File: src/sci_pkg.sv
`timescale 1ns / 1ps
// ----------------------------------------------------------------------------
// Segment circle intersect package
// Shared widths, register reset value and pipeline constants.
// ----------------------------------------------------------------------------
package sci_pkg;

	localparam int COORD_WIDTH_DEF = 32;
	localparam int T_FRAC_BITS_DEF = 16;

	localparam int MIN_MOVE_W = 21;
	localparam logic [MIN_MOVE_W-1:0] MIN_MOVE_RESET = 21'd4295;

	// Register stages through one split multiplier.
	localparam int MUL_LAT = 4;

endpackage

File: src/sci_mul.sv
`timescale 1ns / 1ps
// ----------------------------------------------------------------------------
// Segment circle intersect multiplier
// Signed multiplier split into four half-width partial products, four stages.
// ----------------------------------------------------------------------------
module sci_mul import sci_pkg::*; #(
	parameter int W = 33
) (
	input  logic                  clk,
	input  logic                  en,
	input  logic signed [W-1:0]   a,
	input  logic signed [W-1:0]   b,
	output logic signed [2*W-1:0] p
);
	localparam int H = (W + 1) / 2;
	localparam int L = W - H;

	logic           neg_s1, neg_s2, neg_s3;
	logic [W-1:0]   ma_s1, mb_s1;
	logic [2*H-1:0] pp_ll_s2;
	logic [W-1:0]   pp_lh_s2, pp_hl_s2;
	logic [2*L-1:0] pp_hh_s2;
	logic [2*W-1:0] sum_s3;
	logic signed [2*W-1:0] p_s4;

	always_ff @(posedge clk) begin
		if (en) begin
			neg_s1   <= a[W-1] ^ b[W-1];
			ma_s1    <= a[W-1] ? W'(-a) : W'(a);
			mb_s1    <= b[W-1] ? W'(-b) : W'(b);
			neg_s2   <= neg_s1;
			pp_ll_s2 <= ma_s1[H-1:0] * mb_s1[H-1:0];
			pp_lh_s2 <= ma_s1[H-1:0] * mb_s1[W-1:H];
			pp_hl_s2 <= ma_s1[W-1:H] * mb_s1[H-1:0];
			pp_hh_s2 <= ma_s1[W-1:H] * mb_s1[W-1:H];
			neg_s3   <= neg_s2;
			sum_s3   <= ((2*W)'(pp_hh_s2) << (2*H))
				+ (((2*W)'(pp_lh_s2) + (2*W)'(pp_hl_s2)) << H)
				+ (2*W)'(pp_ll_s2);
			p_s4     <= neg_s3 ? -signed'(sum_s3) : signed'(sum_s3);
		end
	end

	assign p = p_s4;
endmodule

File: config.mk
export PLATFORM = sky130hd
export DESIGN_NAME = sci_mul
export DESIGN_NICKNAME = d
export VERILOG_FILES = /design/src/sci_pkg.sv /design/src/sci_mul.sv
export SDC_FILE = /design/constraint.sdc
export NUM_CORES = 2
export LEC_CHECK = 0
export ABC_AREA = 1
export BUFFER_PORTS_ARGS = -buffer_cell sky130_fd_sc_hd__buf_2
export CAP_MARGIN = 40
export CORE_ASPECT_RATIO = 0.7
export CORE_UTILIZATION = 46
export DETAILED_ROUTE_END_ITERATION = 7
export PLACE_DENSITY_LB_ADDON = 0.15
export SYNTH_ARGS = -nofsm -noshare
export SYNTH_HDL_FRONTEND = slang
export SYNTH_SLANG_ARGS = --single-unit
File: constraint.sdc
create_clock -name clk -period 14.3 [get_ports clk]
set_input_delay 2.145 -clock clk [delete_from_list [all_inputs] [get_ports clk]]
set_output_delay 2.145 -clock clk [all_outputs]
set_load 0.005 [all_outputs]
==> flow_summary.toml <==
[clock_network]
root_buffer = "clkbuf_16"
post-cts-setup-buffers = 0
path_clk_slew_ns = 0.06
htreeDepth = 2
cts_hold_buf = 0
insertion_delay_ns = 0.66
ctsResizeCount = 0
cts_buffers = 39
clk_path_buf_depth = 3
cts_sinks = 333
cts_tree = "done"

[detailed_routing]
wl_per_cell_um = 18.3
avgViaCountPerCell = 5.06
first_pass_iters = 5
drt.antenna.violating_nets = 0
dr.first_iter.drc_count = 3843
drc = 0
wirelength_um = 174000
vias = 48100

[worst_setup_path]
worstPathArrival_ns = 6.52
rr_startpoint = "ma_s1[24]$_DFFE_PP_"
critPathKind = "flip-flop to flip-flop"
cp_max_fo = 33
rr_endpoint = "pp_hh_s2[25]$_DFFE_PP_"
r2r_setup_slack_ns = 8.18
endpoint_kind = "flip-flop"
crit_required_ns = 14.70
rr_worst_depth = 19
worstSetupStartpointType = "flip-flop"

[die]
rows = 109
core_area_sq_mm = 0.126
die-area_sq_mm = 0.129
dieWidth_um = 429
top_level_ports = 134
start_util_pct = 46.5
die_y_um = 301

[synth]
synth_cell_types = 45
yosysMostFrequentCell = "nand2_1"
ys.flop_type = "edfxtp_1"
synth_top_cell_area_share_pct = 28.5
synth_warnings = 0
ys_ff_latch = 333
synth_top_area_cell = "fa_1"
synth_nets = 9237
syn_area_sq_mm = 0.0588
synth_area_leaders = "fa_1 28%, edfxtp_1 17%, nand2_1 15%"
synth-edff-count = 333
syn-instance-count = 7841
syn_area_per_cell_sq_um = 7.49
ys_seq_area_share_pct = 17.0
ys_async_sr_fraction_pct = 0
synth.top_cells.by_count = "2395 x nand2_1, 1979 x inv_1, 836 x fa_1, 492 x ha_1, 422 x nor2_1"

[timing]
slew_viol_final = 0
grt_setup_unrepaired = "false"
setup_viol = 0
holdWs_ns = 0.420
worstMarginPinSlew_ns = 0.982
clock_skew_ns = 0.0420
maxSlewHeadroom_pct = 34.6
tns_ns = 0
period_share_pct = 42.8
hold_violations = 0
clock.fmax_ghz = 0.163
post-route-min-period_ns = 6.12

[hold_path]
hp-class = "flip-flop to flip-flop"
hold-path-cell-count = 0
whs_endpoint = "sum_s3[1]$_DFFE_PP_"
hp-start = "pp_ll_s2[1]$_DFFE_PP_"

[global_route]
grt_pass1_wl_um = 280000
grt_antenna_before_repair = 6
grt_use_total_pct = 27.9
grt_max_degree = 170
grt_pass1_vias = 49300
grt_overflow = 0

[final_layout]
drive_gt1_share_pct = 5.05
n_antenna_cell = 0
instances_no_fill = 9504
final_nets = 9204
ff_latch_area_sq_mm = 0.0100
area_delta_synth_final_pct = 6.25
final.fill_count = 12600
multi_input_area_sq_mm = 0.0402

[placement]
dpl.hpwl_um = 140000
port_buffers = 133
placed_cells = 9432
gp_routability_congestion = 0.942

[run]
max-cap-violations = 0

[outcome]
outcome = "completed"
-- cell type report --
cell class	instances	area share, %
Inverter	1995	12.0
Clock inverter	31	0.661
Multi-Input combinational cell	5234	64.4
Timing Repair Buffer	205	2.00
Clock buffer	41	1.58
Tap cell	1665	3.34
Sequential cell	333	16.0
-- per-stage QoR --
step | setup slack [ns] | cell area [sq um] | util, %
after floorplan | 8.82 | 58800 | -
after CTS | 8.28 | 62400 | 49.4
after detailed placement | 8.25 | 61000 | 48.3
final | 8.18 | 62400 | 49.4
after global routing | 7.92 | 62400 | 49.4
after global placement | 8.19 | 61000 | 48.3
-- worst max-delay path by stage --
stage	start	slack [ns]	cells past startpoint	end
6_report	ma_s1[24]$_DFFE_PP_	8.18	19	pp_hh_s2[25]$_DFFE_PP_
3_3_place_gp	mb_s1[29]$_DFFE_PP_	8.19	19	pp_lh_s2[25]$_DFFE_PP_
5_1_grt	ma_s1[0]$_DFFE_PP_	7.92	19	pp_lh_s2[27]$_DFFE_PP_
4_1_cts	mb_s1[26]$_DFFE_PP_	8.28	22	pp_lh_s2[31]$_DFFE_PP_
2_1_floorplan	ma_s1[5]$_DFFE_PP_	8.82	24	pp_lh_s2[21]$_DFFE_PP_
3_5_place_dp	ma_s1[26]$_DFFE_PP_	8.25	19	pp_hh_s2[24]$_DFFE_PP_
-- cell usage in the layout (no fill, tap or decap), types with 11 or more instances in the layout --
master     count
nand3_2       18
o21a_1        11
o21ai_0      136
edfxtp_1     333
ha_1         492
fa_1         836
nand3_1      249
nor2_1       422
nor2_2        41
inv_1       1979
a21oi_1      203
nand4_1       78
clkbuf_16     39
xnor2_1       42
buf_4         70
buf_2        132
nand2_2       26
xor2_1       155
nand2_1     2395
inv_2         14
nor3_1        50
-- worst max-delay path, cell delays in order, from the launching register on --
cell	delay, ns
edfxtp_1	0.33
buf_4	0.45
nand2_1	0.17
fa_1	0.56
inv_1	0.05
fa_1	0.57
fa_1	0.43
fa_1	0.46
fa_1	0.49
inv_1	0.05
fa_1	0.47
inv_1	0.04
ha_1	0.41
nand2_1	0.13
nor2_1	0.17
inv_1	0.13
nor3_1	0.48
nand3_1	0.20
nand4_1	0.14
nand2_1	0.07
-- registers in the layout, summed over array words and instances (netlist names) --
name      count
neg_s3        1
pp_hh_s2     32
neg_s1        1
p            66
pp_lh_s2     33
neg_s2        1
ma_s1        33
mb_s1        33
pp_ll_s2     34
pp_hl_s2     33
sum_s3       66
-- kinds of logic (layout without fill, tap and decap cells) --
family	count (synthesis)	count (layout)	synth area share, %
simple gates	3322	3322	23.0
buf+inv	2274	2272	14.5
flops	333	333	17.0
fa+ha+maj	1328	1328	39.0
xor+xnor	198	198	2.96
compound gates	386	386	3.48
-- per-layer routing --
metal	GRT usage [%]	vias up	wire (um)
met5	0	-	27
met1	41.9	23300	84300
li1	-	23100	-
met4	5.68	4	3140
met3	3.82	158	12600
met2	42.8	1523	74300
Power is left out: the tool's default activity adds up to more than one toggle a clock period on the data nets, which glitch-free logic cannot reach.
